$ cat config.mk
export PLATFORM = sky130hd
export DESIGN_NAME = swcs_accum
export DESIGN_NICKNAME = d
export VERILOG_FILES = /design/src/rtl/core/swcs_pkg.sv /design/src/rtl/core/swcs_accum.sv
export VERILOG_INCLUDE_DIRS = /design/src /design/src/rtl/core
export SDC_FILE = /design/constraint.sdc
export NUM_CORES = 2
export LEC_CHECK = 0
export BUFFER_PORTS_ARGS = -buffer_cell sky130_fd_sc_hd__buf_2
export CELL_PAD_IN_SITES_DETAIL_PLACEMENT = 1
export CELL_PAD_IN_SITES_GLOBAL_PLACEMENT = 2
export CORE_ASPECT_RATIO = 2
export CORE_MARGIN = 3
export CORE_UTILIZATION = 35
export CTS_BUF_LIST = sky130_fd_sc_hd__clkbuf_8 sky130_fd_sc_hd__clkbuf_16
export CTS_CLUSTER_DIAMETER = 120
export DETAILED_ROUTE_END_ITERATION = 16
export MAX_ROUTING_LAYER = met4
export PLACE_DENSITY = 0.7
export SLEW_MARGIN = 20
export SYNTH_ARGS = -nofsm -noshare
export SYNTH_HDL_FRONTEND = slang
export SYNTH_SLANG_ARGS = --single-unit
$ cat constraint.sdc
create_clock -name clk -period 14.65 [get_ports clk]
set_clock_uncertainty 0.05 [all_clocks]
set_input_delay 1.465 -clock clk [delete_from_list [all_inputs] [get_ports clk]]
set_output_delay 1.465 -clock clk [all_outputs]
set_load 0.01 [all_outputs]
$ cat src/rtl/core/sparse_weighted_channel_sum_macros.svh
// ----------------------------------------------------------------------------
// Sparse weighted channel sum: assertion macros
// Shared property templates for the checks in the core modules.
// ----------------------------------------------------------------------------
`ifndef SPARSE_WEIGHTED_CHANNEL_SUM_MACROS_SVH
`define SPARSE_WEIGHTED_CHANNEL_SUM_MACROS_SVH

// same-cycle implication
`define SWCS_ASSERT_IMPL(name, clk_i, rstn_i, ante, cons) \
	name: assert property (@(posedge clk_i) disable iff (!rstn_i) (ante) |-> (cons)) \
		else $error("swcs: same-cycle check failed");

// next-cycle implication
`define SWCS_ASSERT_NEXT(name, clk_i, rstn_i, ante, cons) \
	name: assert property (@(posedge clk_i) disable iff (!rstn_i) (ante) |=> (cons)) \
		else $error("swcs: next-cycle check failed");

`endif

$ cat src/rtl/core/swcs_pkg.sv
// ----------------------------------------------------------------------------
// Sparse weighted channel sum: package
// Shared types, register map and the result truncating, saturating function.
// ----------------------------------------------------------------------------
package swcs_pkg;

	localparam int ACC_W     = 48;
	localparam int PROD_W    = 32;
	localparam int RES_W     = 32;
	localparam int FRAC_BITS = 12;
	localparam int PADDR_W   = 3;

	localparam logic [PADDR_W-1:0] ADDR_NUM_ENTRIES = 3'd0;
	localparam logic [PADDR_W-1:0] ADDR_NUM_OUTPUTS = 3'd4;

	localparam logic OP_TABLE  = 1'b0;
	localparam logic OP_SAMPLE = 1'b1;

	localparam logic signed [RES_W-1:0] RES_MAX = 32'sh7FFF_FFFF;
	localparam logic signed [RES_W-1:0] RES_MIN = 32'sh8000_0000;

	typedef struct packed {
		logic               op;
		logic [7:0]         entry_index;
		logic [3:0]         in_channel;
		logic [5:0]         in_element;
		logic [3:0]         out_channel;
		logic signed [15:0] weight;
		logic signed [15:0] sample;
		logic               block_end;
	} item_t;

	typedef struct packed {
		logic [3:0]         chan;
		logic [5:0]         elem;
		logic [3:0]         dest;
		logic signed [15:0] coef;
	} wrow_t;

	typedef struct packed {
		logic               vld;
		logic [3:0]         dest;
		logic signed [15:0] sample;
		logic signed [15:0] coef;
	} mac_req_t;

	typedef struct packed {
		logic clr;
		logic rd_en;
	} acc_ctl_t;

	typedef enum logic [2:0] {
		ST_IDLE,
		ST_WALK,
		ST_DRAIN,
		ST_READ,
		ST_LOAD,
		ST_SEND
	} state_t;

	function automatic logic signed [RES_W-1:0] sat_result(input logic signed [ACC_W-1:0] acc);
		logic signed [ACC_W-FRAC_BITS-1:0] q;
		logic signed [RES_W-1:0]           r;
		q = acc[ACC_W-1:FRAC_BITS];
		if (q[ACC_W-FRAC_BITS-1:RES_W-1] == '0 || q[ACC_W-FRAC_BITS-1:RES_W-1] == '1) begin
			r = q[RES_W-1:0];
		end else if (q[ACC_W-FRAC_BITS-1]) begin
			r = RES_MIN;
		end else begin
			r = RES_MAX;
		end
		return r;
	endfunction

endpackage

$ cat src/rtl/core/swcs_accum.sv
// ----------------------------------------------------------------------------
// Sparse weighted channel sum: multiply-accumulate
// Multiplies sample by weight and adds into the accumulator memory by
// read-modify-write, forwarding the previous write on a same-entry hit.
// ----------------------------------------------------------------------------
`include "sparse_weighted_channel_sum_macros.svh"

module swcs_accum #(
	parameter int MAX_OUTPUTS = 16,
	localparam int AAW = (MAX_OUTPUTS > 1) ? $clog2(MAX_OUTPUTS) : 1
) (
	input  logic                                clk,
	input  logic                                arst_n,
	input  swcs_pkg::mac_req_t                  req,
	input  swcs_pkg::acc_ctl_t                  ctl,
	input  logic [AAW-1:0]                      rd_addr,
	output logic signed [swcs_pkg::ACC_W-1:0]   rd_data,
	output logic                                busy
);
	import swcs_pkg::*;

	logic signed [ACC_W-1:0]  acc_mem [MAX_OUTPUTS];
	logic [MAX_OUTPUTS-1:0]   acc_valid_q;

	logic [AAW-1:0]           raddr;
	logic                     vld_s3;
	logic [AAW-1:0]           dest_s3;
	logic signed [PROD_W-1:0] prod_s3;
	logic signed [ACC_W-1:0]  rdata_s3;
	logic                     rvld_s3;
	logic                     fwd_vld_q;
	logic [AAW-1:0]           fwd_addr_q;
	logic signed [ACC_W-1:0]  fwd_data_q;
	logic signed [ACC_W-1:0]  old_val;
	logic signed [ACC_W-1:0]  sum;

	assign raddr = ctl.rd_en ? rd_addr : AAW'(req.dest);

	always_ff @(posedge clk) begin
		if (vld_s3) begin
			acc_mem[dest_s3] <= sum;
		end
		rdata_s3 <= acc_mem[raddr];
	end

	always_ff @(posedge clk) begin
		rvld_s3    <= acc_valid_q[raddr];
		dest_s3    <= AAW'(req.dest);
		prod_s3    <= $signed(req.sample) * $signed(req.coef);
		fwd_addr_q <= dest_s3;
		fwd_data_q <= sum;
	end

	always_ff @(posedge clk or negedge arst_n) begin
		if (!arst_n) begin
			vld_s3      <= 1'b0;
			fwd_vld_q   <= 1'b0;
			acc_valid_q <= '0;
		end else begin
			vld_s3    <= req.vld;
			fwd_vld_q <= vld_s3;
			if (ctl.clr) begin
				acc_valid_q <= '0;
			end else if (vld_s3) begin
				acc_valid_q[dest_s3] <= 1'b1;
			end
		end
	end

	always_comb begin
		priority if (fwd_vld_q && fwd_addr_q == dest_s3) begin
			old_val = fwd_data_q;
		end else if (rvld_s3) begin
			old_val = rdata_s3;
		end else begin
			old_val = '0;
		end
	end

	assign sum     = old_val + {{(ACC_W-PROD_W){prod_s3[PROD_W-1]}}, prod_s3};
	assign rd_data = rvld_s3 ? rdata_s3 : '0;
	assign busy    = vld_s3;

	`SWCS_ASSERT_IMPL(a_no_read_in_walk, clk, arst_n, vld_s3 || req.vld, !ctl.rd_en)
	`SWCS_ASSERT_IMPL(a_clr_when_empty, clk, arst_n, ctl.clr, !vld_s3 && !req.vld)
	`SWCS_ASSERT_IMPL(a_fwd_marked, clk, arst_n, vld_s3 && fwd_vld_q && fwd_addr_q == dest_s3, acc_valid_q[dest_s3])

endmodule

# Yosys cells after proc, flatten, opt, wreduce, memory -nomap -nowiden
# Memory sizes are Yosys's and may differ from the RTL's. A register that Yosys moved wholly into a read port is not among the register bits.
# Index checks and enable logic that the tools add are counted.
[totals]
regBits = 107
ramBits = 768
input_bits = 45
output_inout_bits = 49
word_cells = 30
n_memories = 1
[mem_list]
columns = ["memory", "depth", "width", "rd", "rd_ports_with_merged_regs", "write_ports", "line", "rtl"]
rows = [
  ["acc_mem", 16, 48, 1, 1, 1, "swcs_accum.sv:22", "logic signed [ACC_W-1:0] acc_mem [MAX_OUTPUTS];"],
]
[op_classes]
n_addsub = 1
mul = 1
magnitude_cmp = 3
n_eq_ne = 1
muxes = 11
bitwise = 1
n_reduce_logical = 3
[op_table]
columns = ["operator", "n"]
rows = [
  ["48-bit 2-to-1 mux", 2],
  ["48-bit adder", 1],
  ["16-bit by 16-bit multiplier with 32-bit output", 1],
  ["16-bit 2-to-1 mux", 2],
  ["16-bit OR", 1],
  ["4-bit by 5-bit less-than comparator with 1-bit output (second input constant)", 2],
  ["1-bit binary-select mux with 4-bit select", 1],
  ["1-bit demux with 4-bit select", 1],
  ["4-bit == test", 1],
  ["4-bit by 1-bit >= comparator with 1-bit output (second input constant)", 1],
  ["1-bit 2-to-1 mux", 4],
  ["4-bit 2-to-1 mux", 1],
  ["1-bit logical AND", 2],
  ["2-bit nonzero test", 1],
]

# Depth between registers and ports, before layout
[depth]
ltp_word = 7
mapped_depth = 24
ltp_nobuf = 22

# Worst setup path before layout
# No wires, ideal clock.
[synth_path]
path_kind = "in2reg"
from = "in req[31] (netlist name)"
to = "reg prod_s3[30]"
setup_time_ns = 0.118
arrival_time_ns = 6.936
t_required_ns = 14.482
path_slack_ns = 7.546
cell_stages = 22
path_buffers = 2
path_cell_list = "clkbuf_1 > nand2_1 > inv_1 > fa_1 > fa_1 > fa_1 > fa_1 > fa_1 > inv_1 > fa_1 > inv_1 > ha_1 > clkbuf_1 > nand3_1 > nor4b_1 > o2111ai_1 > a21o_1 > a31oi_1 > nor2_1 > o21bai_1 > a21oi_1 > xnor2_1"
[synth_via]
elab_chain_len = 1
[synth_lines]
columns = ["element", "line", "rtl"]
rows = [
  ["start: declaration", "swcs_accum.sv:14", "input swcs_pkg::mac_req_t req,"],
  ["16-bit by 16-bit multiplier with 32-bit output", "swcs_accum.sv:49", "prod_s3 <= $signed(req.sample) * $signed(req.coef);"],
  ["end signal: assignment", "swcs_accum.sv:49", ""],
  ["end: declaration", "swcs_accum.sv:28", "logic signed [PROD_W-1:0] prod_s3;"],
]
# No other way between the ends.
# A chain may end at the register's enable or synchronous reset.

# Worst setup path after layout
[layout_path]
from = "reg dest_s3[1]"
to = "mem acc_mem[0][46] (data pin)"
[layout_via]
elab_chain_len = 4
[layout_lines]
columns = ["element", "line", "rtl"]
rows = [
  ["start: declaration", "swcs_accum.sv:27", "logic [AAW-1:0] dest_s3;"],
  ["start signal: assignment", "swcs_accum.sv:48", "dest_s3 <= AAW'(req.dest);"],
  ["4-bit == test", "swcs_accum.sv:71", "priority if (fwd_vld_q && fwd_addr_q == dest_s3) begin"],
  ["1-bit logical AND", "swcs_accum.sv:71", ""],
  ["48-bit 2-to-1 mux", "swcs_accum.sv:71", ""],
  ["48-bit adder", "swcs_accum.sv:80", "assign sum = old_val + {{(ACC_W-PROD_W){prod_s3[PROD_W-1]}}, prod_s3};"],
  ["net sum[46]", "swcs_accum.sv:35", "logic signed [ACC_W-1:0] sum;"],
  ["end: declaration", "swcs_accum.sv:22", ""],
]
# The timed path passes the listed nets, and every way through them passes these cells.

==> results.md <==
- Status: completed
- Ports: 94
- # rows: 187
- Core area: 130000 um2
- Synth area leader: edfxtp_1
- Ys Warns: 0
- Pins Over Slew Limit: 0
- CTS tree: yes
- Peak Freq: 141 MHz
- Die area: 136000 um2
- Top_reg_cell synth: edfxtp_1
- Number of global-route vias before repair: 28300
- Worst r2r dst: acc_mem[0][46]
- Worst hold start: dest_s3[3]
- Cell count after synthesis: 3049
- Root buf cell: clkbuf_16
- Die Wd: 262 um
- Commonest non-fill, non-tap cell in the layout: edfxtp_1
- H-tree depth: 3
- Cts repair resizes: 0
- Fraction of layout instances using a drive strength above 1: 0.177
- Post-synth cell types: 60
- Static leakage: 19.0 nW
- Period utilisation layout: 0.485
- Final Critical Period: 7.11 ns
- Flop2flop setup slack: 7.54 ns
- Crit path top cell by count: buf_4
- Initial antenna violation count: 1
- Largest net degree at the start of global routing: 90
- Kind of critical path: flip-flop to flip-flop
- DRT antenna net count: 0
- Max cap viols: 0
- Met3 WL: 5.07 mm
- GRT overflow: 0
- Relative slew margins: 0.283
- Register bit count reported by yosys: 923
- Number of vias per cell: 5.16
- Insertion delay to the later sink of the worst-skew pair: 0.67 ns
- Synth-to-layout area growth: 11.7%
- Placement Setup Slack: 6.93 ns
- Post-DP HPWL: 76.3 mm
- Worst stage delay on the critical path: 0.84 ns
- Fin. Hold Viols: 0
- PD cells: 220 nW/um2
- Leading post-synthesis cells by cell area: edfxtp_1 50%, fa_1 11%, mux4_2 9.6%, dfxtp_1 6.0%, ha_1 3.5%
- First-pass GRT wire length: 179 mm
- Worst EP required: 14.90 ns
- First-pass iteration count of the detailed router: 4
- Critical-path maximum fanout: 25
- Maximum clock insertion buffer count: 3
- Most frequent cells in the layout: 768 x edfxtp_1, 322 x inv_1, 263 x fa_1
- Port Buffers: 93
- Worst R2R Start: dest_s3[1]
- Worst slew pin tran: 1.07 ns
- CP cell instances: xnor2_1 > nand2_1 > nor4_2 > buf_4 > buf_4 > mux2_2 > ha_1 > nand4_1 > or3_1 > a211oi_1 > o31ai_2 > o31ai_1 > a311oi_1 > o21ai_1 > xor2_1
- Post-CTS setup buffer count: 0
- Post-Route WL: 119 mm
- RSZ-0062 raised after global routing: no
- Avg WL per Cell: 24.2 um
- Register area: 26300 um2
- Final setup margin: 7.54 ns
- Mapped Area: 45800 um2
- Post-synth top area share: 0.503
- Nets: 3572
- Seq/Total Area, Yosys: 0.573
- Critical path's slowest cell: xor2_1
- Initial Util: 0.353
- WP data arrival: 7.36 ns
- Initial drt markers: 1325
- Hold buffers post-CTS: 0
- Avg Cell Area, Syn: 15.0 um2
- Crit end category: flip-flop
- Async S/R FF share, synth: 0.0195
- Design Power: 11.3 mW
- Clock sinks: 923
- Vias: 25300
- Top Layer Used: met4
- Fillers: 13200
- GRT Total Usage: 0.183
- Reg2Reg Depth: 15
- Post-synth EDFFs: 768
- Worst vdd ir: 0.210 mV
- Gpl congestion: 0.799
- Die Y-Extent: 518 um
- Crit. Startpoint: dest_s3[1]
- Hold path depth: 0
- CP Launch Type: flip-flop
- Setup violators final: 0
- Multi-input combinational cell area: 18300 um2
- Setup tns final: 0 ns
- Routed wl met2: 64.9 mm
- Mapped Nets: 3486
- WL met1: 46.1 mm
- Clock-pin slew on the worst setup and hold paths: 0.07 ns
- Num CTS Buffers: 77
- Hold WC Path Type: flip-flop to flip-flop
- Hold EP: fwd_addr_q[3]
- DRC viols: 0
-- how the worst max path moves through the flow --
stage,to,slack [ns],depth (start not counted)
after floorplan,prod_s3[30],7.55,22
after global placement,prod_s3[30],7.04,21
after detailed placement,prod_s3[30],6.93,21
after CTS,acc_mem[0][46],7.64,15
after global routing,acc_mem[0][46],7.19,15
final,acc_mem[0][46],7.54,15
-- worst max-delay path: cells and delay by family (launching register included) --
family | cells | cell delay [ns]
compound gates | 5 | 2.22
xor+xnor | 2 | 1.02
fa+ha+maj | 1 | 0.44
buf+inv | 2 | 1.00
flops | 1 | 0.63
mux | 1 | 0.40
simple gates | 4 | 0.91
-- registers in the layout, summed over array words and instances (netlist names) --
name,cells
rvld_s3,1
acc_valid_q,16
fwd_data_q,48
fwd_vld_q,1
fwd_addr_q,4
busy,1
prod_s3,32
acc_mem,768
dest_s3,4
rdata_s3,48
-- per-stage QoR --
step            util  hold slack, ns  std cells  cell area (um2)
2_1_floorplan      -           0.279       3049            45800
3_3_place_gp   0.373           0.364       4757            48400
3_5_place_dp   0.373           0.362       4757            48400
4_1_cts        0.393           0.373       4901            51000
5_1_grt        0.394           0.392       4902            51200
6_report       0.394           0.373       4902            51200
-- cell usage after synthesis (12+ instances only) --
| cell type | n |
|---|---|
| nand2_1 | 262 |
| o21bai_1 | 13 |
| dfrtp_1 | 18 |
| inv_1 | 302 |
| a21o_1 | 24 |
| mux4_2 | 196 |
| a21oi_1 | 79 |
| and2_1 | 224 |
| xor2_1 | 33 |
| mux2_2 | 48 |
| a31oi_1 | 55 |
| edfxtp_1 | 768 |
| fa_1 | 263 |
| dfxtp_1 | 137 |
| xnor2_1 | 55 |
| clkbuf_1 | 88 |
| a211oi_1 | 58 |
| ha_1 | 129 |
| o21ai_0 | 35 |
| nand4_1 | 12 |
| nor2_1 | 92 |
| buf_2 | 32 |
-- where the power goes --
group | switching (mW) | total, mW | leakage (nW) | internal [mW]
Combinational | 3.21 | 5.28 | 9.37 | 2.07
Clock | 0.956 | 2.10 | 1.31 | 1.14
Sequential | 0.0862 | 3.87 | 8.34 | 3.79
Total | 4.25 | 11.3 | 19.0 | 7.01
-- per-layer routing --
layer / up-vias / GRT usage
li1: 11100 / -
met1: 13600 / 0.211
met2: 491 / 0.332
met3: 145 / 0.0253
met4: 0 / 0.0468
met5: - / -
-- logic make-up after synthesis --
| kind of cell | Yosys count | share of synthesized area |
|---|---|---|
| xor gates and xnor gates | 88 | 0.0168 |
| DFF | 923 | 0.573 |
| muxes | 249 | 0.109 |
| buffers and inverters | 434 | 0.0367 |
| and+or+nand+nor | 654 | 0.0697 |
| AOI/OAI and AO/OA | 309 | 0.0444 |
| adders and majority gates | 392 | 0.150 |
-- layout make-up --
cell class                      instances  area share
Inverter                              302      0.0221
Clock inverter                         60     0.00961
Clock buffer                           84      0.0402
Multi-Input combinational cell       1692       0.357
Timing Repair Buffer                  139      0.0161
Sequential cell                       923       0.513
Antenna cell                            1   0.0000489
Tap cell                             1701      0.0416
Power figures use the tool's default switching activity.
