==> src/rtl/core/sparse_weighted_channel_sum_macros.svh <==
// ----------------------------------------------------------------------------
// Sparse weighted channel sum: assertion macros
// Shared property templates for the checks in the core modules.
// ----------------------------------------------------------------------------
`ifndef SPARSE_WEIGHTED_CHANNEL_SUM_MACROS_SVH
`define SPARSE_WEIGHTED_CHANNEL_SUM_MACROS_SVH

// same-cycle implication
`define SWCS_ASSERT_IMPL(name, clk_i, rstn_i, ante, cons) \
	name: assert property (@(posedge clk_i) disable iff (!rstn_i) (ante) |-> (cons)) \
		else $error("swcs: same-cycle check failed");

// next-cycle implication
`define SWCS_ASSERT_NEXT(name, clk_i, rstn_i, ante, cons) \
	name: assert property (@(posedge clk_i) disable iff (!rstn_i) (ante) |=> (cons)) \
		else $error("swcs: next-cycle check failed");

`endif

==> src/rtl/core/swcs_pkg.sv <==
// ----------------------------------------------------------------------------
// Sparse weighted channel sum: package
// Shared types, register map and the result truncating, saturating function.
// ----------------------------------------------------------------------------
package swcs_pkg;

	localparam int ACC_W     = 48;
	localparam int PROD_W    = 32;
	localparam int RES_W     = 32;
	localparam int FRAC_BITS = 12;
	localparam int PADDR_W   = 3;

	localparam logic [PADDR_W-1:0] ADDR_NUM_ENTRIES = 3'd0;
	localparam logic [PADDR_W-1:0] ADDR_NUM_OUTPUTS = 3'd4;

	localparam logic OP_TABLE  = 1'b0;
	localparam logic OP_SAMPLE = 1'b1;

	localparam logic signed [RES_W-1:0] RES_MAX = 32'sh7FFF_FFFF;
	localparam logic signed [RES_W-1:0] RES_MIN = 32'sh8000_0000;

	typedef struct packed {
		logic               op;
		logic [7:0]         entry_index;
		logic [3:0]         in_channel;
		logic [5:0]         in_element;
		logic [3:0]         out_channel;
		logic signed [15:0] weight;
		logic signed [15:0] sample;
		logic               block_end;
	} item_t;

	typedef struct packed {
		logic [3:0]         chan;
		logic [5:0]         elem;
		logic [3:0]         dest;
		logic signed [15:0] coef;
	} wrow_t;

	typedef struct packed {
		logic               vld;
		logic [3:0]         dest;
		logic signed [15:0] sample;
		logic signed [15:0] coef;
	} mac_req_t;

	typedef struct packed {
		logic clr;
		logic rd_en;
	} acc_ctl_t;

	typedef enum logic [2:0] {
		ST_IDLE,
		ST_WALK,
		ST_DRAIN,
		ST_READ,
		ST_LOAD,
		ST_SEND
	} state_t;

	function automatic logic signed [RES_W-1:0] sat_result(input logic signed [ACC_W-1:0] acc);
		logic signed [ACC_W-FRAC_BITS-1:0] q;
		logic signed [RES_W-1:0]           r;
		q = acc[ACC_W-1:FRAC_BITS];
		if (q[ACC_W-FRAC_BITS-1:RES_W-1] == '0 || q[ACC_W-FRAC_BITS-1:RES_W-1] == '1) begin
			r = q[RES_W-1:0];
		end else if (q[ACC_W-FRAC_BITS-1]) begin
			r = RES_MIN;
		end else begin
			r = RES_MAX;
		end
		return r;
	endfunction

endpackage

==> src/rtl/core/swcs_ctrl.sv <==
// ----------------------------------------------------------------------------
// Sparse weighted channel sum: sequencer
// Accepts transactions, runs the table walk at block end, drains the
// pipeline and emits one truncated, saturated result per output.
// ----------------------------------------------------------------------------
`include "sparse_weighted_channel_sum_macros.svh"

module swcs_ctrl #(
	parameter int MAX_ENTRIES = 256,
	parameter int MAX_OUTPUTS = 16,
	localparam int EAW = (MAX_ENTRIES > 1) ? $clog2(MAX_ENTRIES) : 1,
	localparam int CW  = $clog2(MAX_ENTRIES + 1),
	localparam int OW  = $clog2(MAX_OUTPUTS + 1),
	localparam int AAW = (MAX_OUTPUTS > 1) ? $clog2(MAX_OUTPUTS) : 1
) (
	input  logic                                clk,
	input  logic                                arst_n,
	input  logic                                in_valid,
	output logic                                in_stall,
	input  logic                                op,
	input  logic                                block_end,
	input  logic [8:0]                          num_entries,
	input  logic [4:0]                          num_outputs,
	output logic [OW-1:0]                       n_out,
	output logic                                issue,
	output logic [EAW-1:0]                      issue_idx,
	output swcs_pkg::acc_ctl_t                  ctl,
	output logic [AAW-1:0]                      rd_addr,
	input  logic signed [swcs_pkg::ACC_W-1:0]   rd_data,
	input  logic                                busy,
	output logic                                out_valid,
	input  logic                                out_stall,
	output logic [3:0]                          out_index,
	output logic signed [swcs_pkg::RES_W-1:0]   result_value,
	output logic                                last
);
	import swcs_pkg::*;

	state_t                 state_q;
	state_t                 state_d;
	logic [CW-1:0]          ecnt_q;
	logic [OW-1:0]          ocnt_q;
	logic [CW-1:0]          n_ent;
	logic                   blk_start;
	logic                   walk_last;
	logic                   out_last;
	logic [3:0]             out_index_q;
	logic signed [RES_W-1:0] result_q;
	logic                   last_q;

	always_comb begin
		n_ent = (32'(num_entries) > MAX_ENTRIES) ? CW'(MAX_ENTRIES) : CW'(num_entries);
		n_out = (32'(num_outputs) > MAX_OUTPUTS) ? OW'(MAX_OUTPUTS) : OW'(num_outputs);
	end

	assign blk_start = state_q == ST_IDLE && in_valid && op == OP_SAMPLE && block_end;
	assign walk_last = ecnt_q == n_ent - CW'(1);
	assign out_last  = ocnt_q == n_out - OW'(1);

	always_comb begin
		state_d = state_q;
		unique case (state_q)
			ST_IDLE: begin
				if (blk_start) begin
					if (n_ent != '0) begin
						state_d = ST_WALK;
					end else if (n_out != '0) begin
						state_d = ST_READ;
					end
				end
			end
			ST_WALK: begin
				if (walk_last) begin
					state_d = ST_DRAIN;
				end
			end
			ST_DRAIN: begin
				if (!busy) begin
					state_d = (n_out != '0) ? ST_READ : ST_IDLE;
				end
			end
			ST_READ: state_d = ST_LOAD;
			ST_LOAD: state_d = ST_SEND;
			ST_SEND: begin
				if (!out_stall) begin
					state_d = out_last ? ST_IDLE : ST_READ;
				end
			end
			default: state_d = ST_IDLE;
		endcase
	end

	always_comb begin
		in_stall  = state_q != ST_IDLE;
		issue     = state_q == ST_WALK;
		ctl.clr   = blk_start;
		ctl.rd_en = state_q == ST_READ;
		out_valid = state_q == ST_SEND;
	end

	always_ff @(posedge clk or negedge arst_n) begin
		if (!arst_n) begin
			state_q <= ST_IDLE;
			ecnt_q  <= '0;
			ocnt_q  <= '0;
		end else begin
			state_q <= state_d;
			if (state_q == ST_IDLE) begin
				ecnt_q <= '0;
				ocnt_q <= '0;
			end else begin
				if (state_q == ST_WALK) begin
					ecnt_q <= ecnt_q + CW'(1);
				end
				if (state_q == ST_SEND && !out_stall) begin
					ocnt_q <= ocnt_q + OW'(1);
				end
			end
		end
	end

	always_ff @(posedge clk) begin
		if (state_q == ST_LOAD) begin
			out_index_q <= 4'(ocnt_q);
			result_q    <= sat_result(rd_data);
			last_q      <= out_last;
		end
	end

	assign issue_idx    = ecnt_q[EAW-1:0];
	assign rd_addr      = ocnt_q[AAW-1:0];
	assign out_index    = out_index_q;
	assign result_value = result_q;
	assign last         = last_q;

	`SWCS_ASSERT_IMPL(a_walk_in_range, clk, arst_n, state_q == ST_WALK, 32'(ecnt_q) < 32'(n_ent))
	`SWCS_ASSERT_IMPL(a_read_in_range, clk, arst_n, state_q == ST_READ, 32'(ocnt_q) < 32'(n_out))
	`SWCS_ASSERT_NEXT(a_last_ends_block, clk, arst_n, out_valid && !out_stall && last, state_q == ST_IDLE)

endmodule

==> config.mk <==
export PLATFORM = sky130hd
export DESIGN_NAME = swcs_ctrl
export DESIGN_NICKNAME = d
export VERILOG_FILES = /design/src/rtl/core/swcs_pkg.sv /design/src/rtl/core/swcs_ctrl.sv
export VERILOG_INCLUDE_DIRS = /design/src /design/src/rtl/core
export SDC_FILE = /design/constraint.sdc
export NUM_CORES = 1
export LEC_CHECK = 0
export BUFFER_PORTS_ARGS = -buffer_cell sky130_fd_sc_hd__clkbuf_2
export CAP_MARGIN = 10
export CORE_AREA = 2 2 85 79
export CTS_CLUSTER_SIZE = 20
export DETAILED_ROUTE_END_ITERATION = 10
export DIE_AREA = 0 0 87 81
export GPL_ROUTABILITY_DRIVEN = 0
export GPL_TIMING_DRIVEN = 0
export PLACE_DENSITY = 0.92
export REMOVE_ABC_BUFFERS = 1
export SYNTH_ARGS = -nofsm -noshare
export SYNTH_HDL_FRONTEND = slang
export SYNTH_SLANG_ARGS = --single-unit
==> constraint.sdc <==
create_clock -name clk -period 6.36 [get_ports clk]
set_clock_uncertainty 0.05 [all_clocks]
set_input_delay 0.954 -clock clk [delete_from_list [all_inputs] [get_ports clk]]
set_output_delay 0.954 -clock clk [all_outputs]
set_load 0.02 [all_outputs]
* Word level (Yosys, flattened, before mapping)
Cells that the tools add are included.
Word-level totals: word-level logic and storage cells 56, register bits 54, output and inout port bits 59, input port bits 69
Cells by class: multiplexer cells 17, add/sub/neg operators 4, order comparisons 2, equality and inequality tests 13, reductions and logical operators 14
Operators with widths (count):
- $mux 32 | 2
- $mux 9 | 3
- $mux 3 | 6
- $pmux 3 s6 | 1
- $mux 5 | 3
- $add 9x1->9 const B | 1
- $eq 9x9->1 | 1
- $gt 9x9->1 const B | 1
- $reduce_bool 9->1 | 1
- $sub 9x1->9 const B | 1
- $eq 3x2->1 const B | 2
- $eq 3x3->1 const B | 2
- $ne 2x2->1 const B | 3
- $add 5x1->5 const B | 1
- $eq 5x5->1 | 1
- $eq 5x5->1 const B | 1
- $gt 5x5->1 const B | 1
- $logic_not 5->1 | 1
- $reduce_and 5->1 | 1
- $reduce_bool 5->1 | 1
- $sub 5x1->5 const B | 1
- $logic_and 1x1->1 | 4
- $mux 2 | 2
- $reduce_bool 2->1 | 2
- 7 further kinds | 7

* Depth between registers and ports, before layout
word-level depth 7, gate-level depth with buffers 10, mapped depth without buffers 8

* Least setup slack after synthesis
OpenSTA, ideal clock, no wires.
path type input -> register, start input num_entries[8], end register state_q[0], arrival time 3.110 ns, data required time 6.186 ns, setup slack 3.076 ns, stages on the path 10, buffers on the path 2, library setup time 0.124 ns, path through clkbuf_1 -> nand2b_1 -> ha_1 -> clkbuf_1 -> or4b_2 -> o211ai_1 -> xnor2_1 -> o2111a_1 -> nand3_1 -> a211o_1
Between the ends: word-level cells in the longest chain between the ends 6, elaborated cells between the ends (all ways) 11, those cells by class add/sub (1); order compare (1); eq/ne (3); mux (4); reduce/logical (2)
RTL lines:
- from (decl) | RTL line swcs_ctrl.sv:22 | input logic [8:0] num_entries,
- $gt 9x9->1 | RTL line swcs_ctrl.sv:52 | n_ent = (32'(num_entries) > MAX_ENTRIES) ? CW'(MAX_ENTRIES) : CW'(num_entries);
- $mux 9 (*) | RTL line swcs_ctrl.sv:52
- $sub 9x1->9 or $reduce_bool 9->1 (tied branches) | RTL line swcs_ctrl.sv:57, swcs_ctrl.sv:65
- $eq 9x9->1 or $mux 3 (tied branches) | RTL line swcs_ctrl.sv:57, swcs_ctrl.sv:65
- $ne 2x1->1 (no source line) or $mux 3 (tied branches)
- $reduce_and 5->1 (no source line) or $pmux 3 s6 (tied branches)
- to (signal assigned) | RTL line swcs_ctrl.sv:107 | state_q <= state_d;
- to (decl) | RTL line swcs_ctrl.sv:39 | state_t state_q;
Every way passes the cells marked *; elsewhere a longest branch is shown, timed or not. The select of a mux whose other input is x is not followed. A chain may end at the register's enable or synchronous reset.

* Final worst setup path
Ends and elaborated chain as after synthesis.

==> run_results.csv <==
group,metric,value,unit
timing,maxSlewViolCount,0,
route,wl_per_cell,14.4,um
timing,finalHoldViolations,0,
timing,rsz0062_at_grt,"false",
final_layout,insertedDiodeCount,0,
synthesis,synth.avg_cell_area,10.4,um^2
route,vias,2606,
synthesis,netlist_area,3110,um^2
clocking,cts-root-buf,"clkbuf_8",
worst_setup_path,slowest_stage,"or4b_2",
final_layout,nets,464,
floorplanning,design.core.area,6270,um^2
worst_setup_path,cpPeakStageDelay,620,ps
worst_setup_path,cp.depth,9,
route,dr.max_layer_used,"met4",
route,drtPass1Iterations,4,
global_routing,grt_pass1_wl,10600,um
worst_setup_path,crit_family,"simple AND/OR/NAND/NOR gates",
worst_setup_path,r2r_end,"state_q[0]",
pwr,switching_share,40.4,%
final_layout,finalNonFillerCells,466,
clocking,cts_hold_buf,0,
min_path,min-delay-path-class,"in2async",
worst_setup_path,r2r_cells,5,
place,hpwl,5120,um
floorplanning,rows,28,
synthesis,yosysWarningCount,0,
route,drc,0,
job,cap_violations,0,
synthesis,ys_types,56,
worst_setup_path,worstPathRequired,6500,ps
final_layout,syn_to_final_growth,20.6,%
synthesis,post-synth-top-count-cell,"edfxtp_1",
pwr,clkPwrFrac,16.3,%
synthesis,yosys-top-cells-count,"edfxtp_1, a21o_1, nor2_1",
pwr,leakagePower,0.00178,uW
global_routing,grt_usage,18.8,%
global_routing,antenna_found_initial,0,
clocking,clock-sinks,54,
worst_setup_path,end_kind,"register",
synthesis,ys_seq_area_share,49.4,%
worst_setup_path,setup.worst_path.end,"state_q[0]",
clocking,cts_resized,0,
floorplanning,floorplan.die.height,81,um
synthesis,synth_edf_count,37,
timing,finalSetupTns,0,ps
worst_setup_path,crit_chain,"clkbuf_2, nand2b_1, ha_1, or4b_2, o211ai_1, xnor2_1, o2111a_1, nand3_1, a211o_1",
route,routed-wl-met3,597,um
final_layout,drive_gt1_share,36.8,%
worst_setup_path,timing.rr.start,"state_q[0]",
synthesis,async_flop_share,31.5,%
route,dr_wl_met2,3140,um
synthesis,yosys.area.top_type,"edfxtp_1",
worst_setup_path,critPathLaunch,"num_entries[8]",
timing,period_needed,3090,ps
route,vias_per_cell,5.59,
route,met1Wirelength,2870,um
synthesis,synthTopCellsByArea,"edfxtp_1, dfrtp_1, a21o_1",
clocking,clk_latency,300,ps
synthesis,synthCells,299,
global_routing,grt_start_max_net_pins,38,
place,dpl.cell_count,458,
clocking,cts_buffer_depth,2,
pwr,seqPwrFrac,45.3,%
floorplanning,ioPinCount,128,
worst_setup_path,critPathKind,"in2reg",
worst_setup_path,start_kind,"input port",
route,drt-total-wl,6720,um
route,dr.first_iter.drc_count,84,
synthesis,synth_flop_cell,"edfxtp_1",
floorplanning,start_util,49.6,%
worst_setup_path,path_buf_inv,1,
pwr,p_switching,476,uW
clocking,path_clk_slew,100,ps
timing,slew_headroom,43.7,%
pwr,power_density,314,nW/um^2
global_routing,first_global_vias,2374,
synthesis,synth_top_area_share,35.7,%
clocking,post_cts_buffers,0,
floorplanning,dieArea,7050,um^2
clocking,cts_buffers,5,
floorplanning,die_x,87,um
worst_setup_path,worst_ep_arrival_time,3240,ps
global_routing,overflow,0,
worst_setup_path,ff2ff_setup_slack,4080,ps
synthesis,ys_ff_latch,54,
pwr,power.total,1180,uW
run_status,status,"finished, final reports clean",
pwr,p_int,703,uW
final_layout,fillers,514,
clocking,cts_tree,"built",
pwr,ir_worst_vdd,0.207,mV
clocking,htreeDepth,2,
worst_setup_path,cp_max_fo,15,
timing,setup_viol,0,
timing,max_freq,323,MHz
route,drtAntennaViolNets,0,
final_layout,final_area,3750,um^2
timing,fin_crit_sh,48.6,%
pwr,pwr-share-comb,38.4,%
timing,worst_slew_pin_slew,837,ps
place,port_buffers,115,
place,dpl_cell_area,3660,um^2
[cells by family after synthesis]
| logic type | synth area share, % |
|---|---|
| flip-flops | 49.4 |
| XOR/XNOR | 3.94 |
| adder cells (fa/ha/maj) | 2.01 |
| multiplexers | 2.29 |
| buffers and inverters | 6.76 |
| AND/OR/NAND/NOR | 18.5 |
| AO/OA/AOI/OAI | 17.2 |
[power by group through the flow]
| stage | clock network [uW] | logic [uW] | registers, uW |
|---|---|---|---|
| floorplan | 0 | 241 | 585 |
| global placement | 0 | 426 | 538 |
| detailed placement | 0 | 451 | 540 |
| CTS | 198 | 452 | 532 |
| global route | 209 | 495 | 545 |
| finish | 193 | 452 | 534 |
[state kept, by name (all words and copies together), names as in the netlist]
signal and flops:
result_value 32, ecnt_q 9, ocnt_q 5, out_index 4, state_q 3, last 1
[layer usage]
layer | GRT usage, % | vias to the layer above
met4 | 7.03 | 0
met5 | 0 | -
met3 | 4.88 | 11
met1 | 23.4 | 1202
li1 | - | 1258
met2 | 31.7 | 135
[area by class of cell]
class                      instances  area [um^2]  area share [%]
inverter                           7         26.3           0.700
timing repair buffer             118          626            16.7
tap                               75         93.8            2.50
multi-input combinational        204         1380            36.7
clock buffer                       5         68.8            1.83
sequential                        54         1540            40.9
clock inverter                     3         23.8           0.633
[how the worst min path moves through the flow]
stage | end | start | slack (ps)
after CTS | state_q[1] | arst_n | 520
after global routing | ecnt_q[8] | arst_n | 540
after detailed placement | ecnt_q[8] | ecnt_q[8] | 510
after floorplan | ecnt_q[8] | ecnt_q[8] | 460
after global placement | ecnt_q[8] | ecnt_q[8] | 490
final | ecnt_q[8] | arst_n | 520
[cells in the final DEF, fill, tap and decap left out, types with 2 or more instances in the layout]
cell type   count
nand2b_1        7
o31ai_1         2
a31oi_1         3
o21a_1          2
nand2_1        18
xnor2_1         6
and3_1          4
a22o_1          2
clkinvlp_4      2
ha_1            5
and4b_1         2
xor2_1          8
nand3_1        10
a21o_1         33
or4b_1          2
nor2b_1         4
clkbuf_8        5
nand4b_1        2
buf_8           2
dfrtp_1        17
a21oi_1         5
edfxtp_1       37
inv_1           7
o211ai_1        2
clkbuf_2      115
o21ai_0        10
or4_4           2
o22ai_1         3
or2_2           3
nor3_1         11
nor2_1         22
mux2i_1         6
nand4_1         5
[through the flow]
step / util, % / hold slack [ps] / setup slack, ps
after global routing: 59.9 / 536 / 3150
after global placement: 57.4 / 486 / 1420
after CTS: 59.9 / 523 / 3290
after floorplan: - / 462 / 2530
final: 59.9 / 520 / 3270
after detailed placement: 58.4 / 506 / 2990
(Power assumes the default switching activity.)
